===== config.mk =====
export PLATFORM = sky130hd
export DESIGN_NAME = brbo_ctrl
export DESIGN_NICKNAME = d
export VERILOG_FILES = /design/src/hw/rtl/brbo_pkg.sv /design/src/hw/rtl/brbo_ctrl.sv
export SDC_FILE = /design/constraint.sdc
export NUM_CORES = 1
export LEC_CHECK = 0
export BUFFER_PORTS_ARGS = -buffer_cell sky130_fd_sc_hd__buf_2
export CORE_ASPECT_RATIO = 1.1
export CORE_MARGIN = 4
export CORE_UTILIZATION = 47
export DETAILED_ROUTE_END_ITERATION = 8
export GPL_TIMING_DRIVEN = 0
export PLACE_DENSITY = 0.71
export SYNTH_ARGS = -nofsm -noshare
export SYNTH_HDL_FRONTEND = slang
export SYNTH_SLANG_ARGS = --single-unit

===== constraint.sdc =====
create_clock -name clk -period 1.6 [get_ports clk]
set_input_delay 0.16 -clock clk [delete_from_list [all_inputs] [get_ports clk]]
set_output_delay 0.16 -clock clk [all_outputs]
set_load 0.01 [all_outputs]

===== src/hw/rtl/brbo_pkg.sv =====
package brbo_pkg;

	// field widths of the request and result ports
	localparam int OP_W   = 2;
	localparam int DATA_W = 8;
	localparam int LEN_W  = 7;
	localparam int FILL_W = 11;
	localparam int CFG_W  = 4;

	// parameter defaults
	localparam int DEPTH_DEF   = 1024;
	localparam int MAX_RUN_DEF = 64;

	// capacity_log2 after reset
	localparam int CAP_LOG2_RST = 10;

	// operation codes
	localparam logic [OP_W-1:0] OP_PUT   = 2'd0;
	localparam logic [OP_W-1:0] OP_FORCE = 2'd1;
	localparam logic [OP_W-1:0] OP_GET   = 2'd2;

	// controller to datapath commands for the current cycle
	typedef struct packed {
		logic put;     // store a byte
		logic forced;  // put may drop the oldest byte
		logic read;    // read one byte from the ring
		logic empty;   // result with no byte and no change
		logic last;    // final result of this request
	} cmd_t;

	// datapath to controller status
	typedef struct packed {
		logic [LEN_W-1:0] avail_len;  // bytes a get would return now
	} status_t;

endpackage


===== src/hw/rtl/brbo_ctrl.sv =====
module brbo_ctrl #(
	parameter int MAX_RUN = brbo_pkg::MAX_RUN_DEF
) (
	input  logic                      clk,
	input  logic                      arst_n,
	input  logic                      start,
	input  logic [brbo_pkg::OP_W-1:0] op,
	input  brbo_pkg::status_t         status,
	output logic                      busy,
	output brbo_pkg::cmd_t            cmd
);

	localparam int RUN_W = $clog2(MAX_RUN + 1);

	typedef enum logic [1:0] {
		ST_IDLE = 2'b01,
		ST_RUN  = 2'b10
	} state_t;

	state_t             state_q, state_nx;
	logic [RUN_W-1:0]   rem_q, rem_nx;
	logic [RUN_W-1:0]   avail_r;

	// run length never exceeds MAX_RUN
	assign avail_r = RUN_W'(status.avail_len);

	// command decode and next state
	always_comb begin
		cmd      = '0;
		state_nx = state_q;
		rem_nx   = rem_q;
		case (state_q)
			ST_IDLE: begin
				if (start) begin
					case (op)
						brbo_pkg::OP_PUT, brbo_pkg::OP_FORCE: begin
							cmd.put    = 1'b1;
							cmd.forced = (op == brbo_pkg::OP_FORCE);
							cmd.last   = 1'b1;
						end
						brbo_pkg::OP_GET: begin
							if (avail_r == '0) begin
								cmd.empty = 1'b1;
								cmd.last  = 1'b1;
							end else begin
								cmd.read = 1'b1;
								cmd.last = (avail_r == RUN_W'(1));
								if (avail_r != RUN_W'(1)) begin
									state_nx = ST_RUN;
									rem_nx   = avail_r - RUN_W'(1);
								end
							end
						end
						default: begin
							cmd.empty = 1'b1;
							cmd.last  = 1'b1;
						end
					endcase
				end
			end
			ST_RUN: begin
				cmd.read = 1'b1;
				cmd.last = (rem_q == RUN_W'(1));
				rem_nx   = rem_q - RUN_W'(1);
				if (rem_q == RUN_W'(1)) begin
					state_nx = ST_IDLE;
				end
			end
			default: begin
				state_nx = ST_IDLE;
			end
		endcase
	end

	// state and run counter
	always_ff @(posedge clk or negedge arst_n) begin
		if (!arst_n) begin
			state_q <= ST_IDLE;
			rem_q   <= '0;
		end else begin
			state_q <= state_nx;
			rem_q   <= rem_nx;
		end
	end

	assign busy = (state_q == ST_RUN);

`ifndef NO_ASSERTIONS
	// a run in progress always has bytes left to read
	a_run_left: assert property (@(posedge clk) disable iff (!arst_n)
		state_q == ST_RUN |-> rem_q != '0)
		else $error("run state with no bytes left");

	// at most one kind of step per cycle
	a_one_step: assert property (@(posedge clk) disable iff (!arst_n)
		$onehot0({cmd.put, cmd.read, cmd.empty}))
		else $error("more than one step in a cycle");

	// the last byte of a run frees the block
	a_run_end: assert property (@(posedge clk) disable iff (!arst_n)
		cmd.read && cmd.last |=> state_q == ST_IDLE)
		else $error("still busy after last byte");
`endif

endmodule


==> results of run 1 <==
==> cells in the mapped netlist <==
library cell	count	area share [%]
a211oi_1	1	0.92
and2b_1	1	0.92
nand3_1	4	2.5
nand4_1	1	0.77
or2b_1	2	1.8
a21boi_0	1	0.92
o21ai_0	6	3.7
nor4bb_1	1	1.2
or4_4	1	1.4
o32ai_1	1	1.1
xnor2_1	2	2.1
dfstp_2	1	3.2
mux2i_1	2	2.5
or3_1	2	1.5
xor2_1	2	2.1
nand2b_1	1	0.77
nor3_2	1	1.2
a21oi_1	9	5.5
a211oi_2	1	1.5
a221o_2	1	1.4
dfrtp_1	8	25
nor3_1	6	3.7
a22o_1	1	1.1
nand2_1	6	2.8
o21ai_1	1	0.61
o311ai_0	1	1.1
o22ai_1	1	0.77
nor4_1	1	0.77
clkbuf_1	1	0.46
nor3_4	1	2.0
and4_4	1	1.4
nor2_1	5	2.3
buf_6	2	2.8
o31ai_1	1	0.92
o21a_1	1	0.92
inv_1	9	4.1
a41oi_1	1	1.1
a21o_1	1	0.92
ha_1	7	11
==> timing repair <==
item                                   4_1_cts  5_1_grt
hold buffers                                 1        0
setup endpoints to repair                   14       14
pin swaps                                    7        3
cloned                                       1        0
gates resized for setup                     19       16
setup buffers                               11        0
endpoints found under the hold margin        9        0
==> per-stage QoR <==
step / TNS [ps] / hold slack (ps)
after floorplan: -12.4 / -136
after global placement: -1020 / 18.9
after detailed placement: -1210 / 21.4
after CTS: -372 / 265
after global routing: -902 / 261
final: -349 / 258
==> cells by family after synthesis <==
group,count (synthesis),synth area share [%]
and+or+nand+nor,34,25.0
AOI/OAI and AO/OA,28,22.4
buffers and inverters,12,7.36
DFF,9,27.8
adders and majority gates,7,10.7
xor gates and xnor gates,4,4.30
muxes,2,2.45
==> worst register-to-register path, cell delays in order (launching register included) <==
cell and delay [ps]:
dfstp_2 560, inv_2 50, ha_4 220, a211oi_4 310
buf_6 160, nand2_2 40, a22o_1 210
==> registers in the layout, indices dropped and copies added, names as in the netlist <==
signal,cells
rem_q,7
state_q,2
==> metal layers <==
layer | vias to the layer above | track usage (%)
li1 | 413 | -
met1 | 407 | 25.9
met2 | 46 | 36.6
met3 | 16 | 7.27
met4 | 0 | 11.7
met5 | - | 0
==> layout make-up <==
type	instances	area, um^2	share of cell area, %
repair buffers	30	200	17.1
clock buffers	4	26.3	2.25
multi-input cells	75	648	55.5
flip-flops and latches	9	226	19.4
plain buffers	1	11.3	0.965
well taps	17	21.3	1.82
inverters	9	33.8	2.89
==> where the power goes <==
part	switching (mW)	leakage, nW	internal [mW]
clock network	0.0845	0.0150	0.0963
logic	0.742	0.395	0.774
registers	0.171	0.103	0.359
total	0.998	0.514	1.23
==> path summary, 6_finish.rpt <==
kind                       startpoint    endpoint  slack, ps  cells after the start
max                          rem_q[3]      cmd[0]        -80                      4
min                         status[0]    rem_q[0]        260                      3
max reg2reg                state_q[0]    rem_q[5]        -70                      6
min reg2reg                state_q[0]  state_q[0]        540                      1
max in group asynchronous      arst_n  state_q[0]       1070                      2
min in group asynchronous      arst_n    rem_q[4]        280                      2
==> impl_metrics.yaml, run 1 <==
status:
  status: "finished with violations"
  violations: "setup timing"
cells_and_area:
  finalNetCount: 148
  n_fill_cell: 127
  fin_area_um2: 1170
  drive_gt1_share_pct: 46.1
  final_core_util_pct: 72.3
  layout_commonest_cell: "buf_2"
  fin_cells: 145
  final_cell_mix: "buf_2, buf_4, dfrtp_1"
  layout-area-overhead-vs-synth_pct: 43.1
  antenna_cells: 0
placement:
  dp_hpwl_um: 1440
  place_area_um2: 940
  dp_cells: 130
  io_buffer_count: 17
  place.gp.congestion: 0.757
  pre_cts_slack_ps: -190
route:
  dr.pass1.iters: 5
  drt_iter0_drc: 28
  route.met2.wl_um: 1200
  drcViolationCount: 0
  via_count: 882
  wl_met1_um: 930
  routed_via_density: 6.08
  wire_per_inst_um: 16.4
  topRoutingLayerUsed: "met4"
  wl_um: 2380
  wl_met3_um: 151
  ant_nets: 0
clock_tree:
  cts_made_buffers: 3
  cts.clk_slew.worst_paths_ps: 70
  cts_buffer_depth: 2
  cts_tree: "built"
  tritoncts_num_sinks: 9
  cts_root_buf: "clkbuf_4"
  h-tree-depth: 1
  clk_latency_ps: 260
worst_setup_path:
  worstSetupEndpointType: "output port"
  crit_path_max_incr_delay_ps: 480
  slowest_stage: "dfrtp_1"
  crit_chain: "nor3_4 > nand4_1 > a21oi_2 > buf_2"
  path_delay_family: "flip-flops"
  critPathArrivalTime_ps: 1520
  cp_max_fo: 7
  critPathBufInv: 1
  required_ps: 1440
  start_kind: "flop"
  timing_worst_setup_path_type: "flop to output port"
synth:
  synth_seq_cells: 9
  synth.distinct_cells: 39
  synth_area_um2: 816
  ys_seq_area_share_pct: 27.8
  yosys_warnings: 0
  synth.net_count: 115
  synthCells: 96
  synth_area_per_cell_um2: 8.50
grt:
  antenna_found_initial: 0
  grt_first_pass_wirelength_um: 4040
  grt_max_degree: 10
  first_global_vias: 964
  overflow: 0
  track_usage_pct: 22.8
floorplan:
  coreArea_um2: 1610
  io_pins: 18
  die_area_um2: 2470
  die_w_um: 47.7
  start_util_pct: 50.5
  die_height_um: 51.7
  rows: 15
pwr:
  leakagePower_nw: 0.514
  total_power_mw: 2.23
  ir_drop_v: 0.000920
  powerDensity_nw_per_um2: 1910
timing:
  layout_setup_ws_ps: -84.6
  fin_crit_ps: 1680
  fin_worst_skew_ps: 7.06
  tightestPinTransition_ps: 286
  fin_crit_sh_pct: 105
  finalHoldViolCount: 0
  rsz0062_at_grt: "true"
  finalSetupViolations: 10
  max_freq_mhz: 594
  max_slew_margin_pct: 80.6
  slew_viol_final: 0
hold_path:
  min_path_type: "input pin to flop"
run:
  drv_cap: 0
No activity file was read; power rests on OpenSTA's default activity.
==> run 2, diff against run 1 <==
--- a/config.mk
+++ b/config.mk
@@ -5,13 +5,15 @@
 export SDC_FILE = /design/constraint.sdc
 export NUM_CORES = 1
 export LEC_CHECK = 0
+export ABC_CLOCK_PERIOD_IN_PS = 1600
 export BUFFER_PORTS_ARGS = -buffer_cell sky130_fd_sc_hd__buf_2
 export CORE_ASPECT_RATIO = 1.1
 export CORE_MARGIN = 4
-export CORE_UTILIZATION = 47
+export CORE_UTILIZATION = 25
 export DETAILED_ROUTE_END_ITERATION = 8
 export GPL_TIMING_DRIVEN = 0
-export PLACE_DENSITY = 0.71
+export PLACE_DENSITY = 0.42
 export SYNTH_ARGS = -nofsm -noshare
 export SYNTH_HDL_FRONTEND = slang
 export SYNTH_SLANG_ARGS = --single-unit
+export TNS_END_PERCENT = 100
==> impl_metrics.yaml, run 2 (synthesis results as in run 1) <==
status:
  status: "finished with violations"
  violations: "setup timing"
cells_and_area:
  largest-register: "rem_q"
  fin_area_um2: 1250
  finalNetCount: 152
  layout-area-overhead-vs-synth_pct: 52.9
  layout_commonest_cell: "buf_2"
  final_cell_mix: "buf_2, buf_4, dfrtp_1"
  fin_cells: 166
  antenna_cells: 0
  drive_gt1_share_pct: 46.2
  largest_reg_flops: 7
  largest_registers: "rem_q: 7 flops, state_q: 2 flops"
floorplan:
  die_w_um: 62.5
  start_util_pct: 26.3
  die_area_um2: 4240
  io_pins: 18
  rows: 21
  coreArea_um2: 3100
  die_height_um: 67.9
grt:
  grt_max_degree: 10
  antenna_found_initial: 0
  grt_first_pass_wirelength_um: 3680
  track_usage_pct: 11.0
  overflow: 0
  first_global_vias: 856
clock_tree:
  clk_latency_ps: 260
  h-tree-depth: 1
  cts_made_buffers: 3
  cts_buffer_depth: 2
  cts_tree: "built"
  cts.clk_slew.worst_paths_ps: 70
  tritoncts_num_sinks: 9
  cts_root_buf: "clkbuf_4"
placement:
  pre_cts_slack_ps: -252
  io_buffer_count: 17
  place.gp.congestion: 0.724
  place_area_um2: 961
  dp_cells: 147
  dp_hpwl_um: 1590
worst_setup_path:
  critPathArrivalTime_ps: 1590
  crit_chain: "inv_2 > ha_4 > buf_8 > clkbuf_16 > a41oi_2 > nor2_1 > buf_2"
  start_kind: "flop"
  r2r-end: "rem_q[1]"
  rr_startpoint: "state_q[0]"
  worst-r2r-cell-count: 9
  r2r_setup_slack_ps: -90
  required_ps: 1440
  critPathBufInv: 4
  path_delay_family: "flip-flops"
  crit_path_max_incr_delay_ps: 540
  cp_max_fo: 4
  crit_start: "state_q[0]"
  worstSetupEndpointType: "output port"
  timing_worst_setup_path_type: "flop to output port"
  slowest_stage: "dfstp_2"
route:
  routed_via_density: 5.05
  ant_nets: 0
  drcViolationCount: 0
  wl_um: 2190
  via_count: 838
  wire_per_inst_um: 13.2
  drt_iter0_drc: 11
  dr.pass1.iters: 4
timing:
  fin_crit_sh_pct: 109
  slew_viol_final: 0
  max_slew_margin_pct: 77.0
  fin_worst_skew_ps: 4.16
  finalSetupViolations: 10
  tightestPinTransition_ps: 343
  rsz0062_at_grt: "true"
  fin_crit_ps: 1750
  max_freq_mhz: 572
  holdWs_ps: 233
  finalHoldViolCount: 0
  layout_setup_ws_ps: -149
hold_path:
  min_path_type: "input pin to flop"
  worstHoldStart: "status[0]"
  holdPathEnd: "rem_q[0]"
  holdPathStages: 3
pwr:
  total_power_mw: 2.24
  powerDensity_nw_per_um2: 1790
  leakagePower_nw: 0.544
  ir_drop_v: 0.000440
run:
  drv_cap: 0
[run 2: changes by cell type in the layout (fill, tap and decap cells not counted), moves of 2 or more]
cell / before / now
buf_4: 8 / 13
nand2_2: 2 / 0
nand2_1: 3 / 5
buf_2: 17 / 15
[run 2: report_power, final]
| group | leakage, nW | internal, mW | switching (mW) |
|---|---|---|---|
| clock network | 0.0150 | 0.0963 | 0.0871 |
| registers | 0.103 | 0.358 | 0.158 |
| logic | 0.426 | 0.838 | 0.697 |
[run 2: worst max path at each step]
stage | endpoint | slack [ps] | cells past startpoint
finish | cmd[2] | -150 | 7
floorplan | rem_q[6] | -10 | 5
detailed placement | rem_q[6] | -250 | 6
global placement | cmd[0] | -220 | 7
global route | cmd[2] | -230 | 7
CTS | cmd[2] | -150 | 7
[run 2: layer usage]
metal	vias up	GRT usage (%)	routed length [um]
li1	421	-	-
met1	401	11.6	940
met2	14	22.0	1170
met3	2	0.657	51
met4	0	6.34	27
met5	-	0	0
[run 2: final cells by class]
cell class / instances / area (um^2)
inverters: 9 / 33.8
repair buffers: 32 / 216
fillers: 330 / 1850
well taps: 34 / 42.5
multi-input cells: 75 / 651
plain buffers: 3 / 51.3
flip-flops and latches: 9 / 226
clock buffers: 4 / 26.3
[run 2: timing repair]
action                                  4_1_cts  5_1_grt
gates resized for setup                      27        5
endpoints found under the setup margin       14       14
gates cloned                                  1        0
pin swaps                                     8        6
buffers inserted                             11        4
hold endpoints to repair                      9        0
hold buffers                                  1        0
[run 2: metrics by stage]
stage	setup TNS [ps]	util, %
finish	-613	40.2
global route	-1310	40.2
CTS	-631	39.1
detailed placement	-1590	31.0
global placement	-1430	31.0
floorplan	-12.4	-
[run 2: worst min-delay path, delay by kind of cell]
kind	cells	cell delay [ps]
buffers and inverters	1	110
AO/OA/AOI/OAI	1	120
multiplexers	1	60
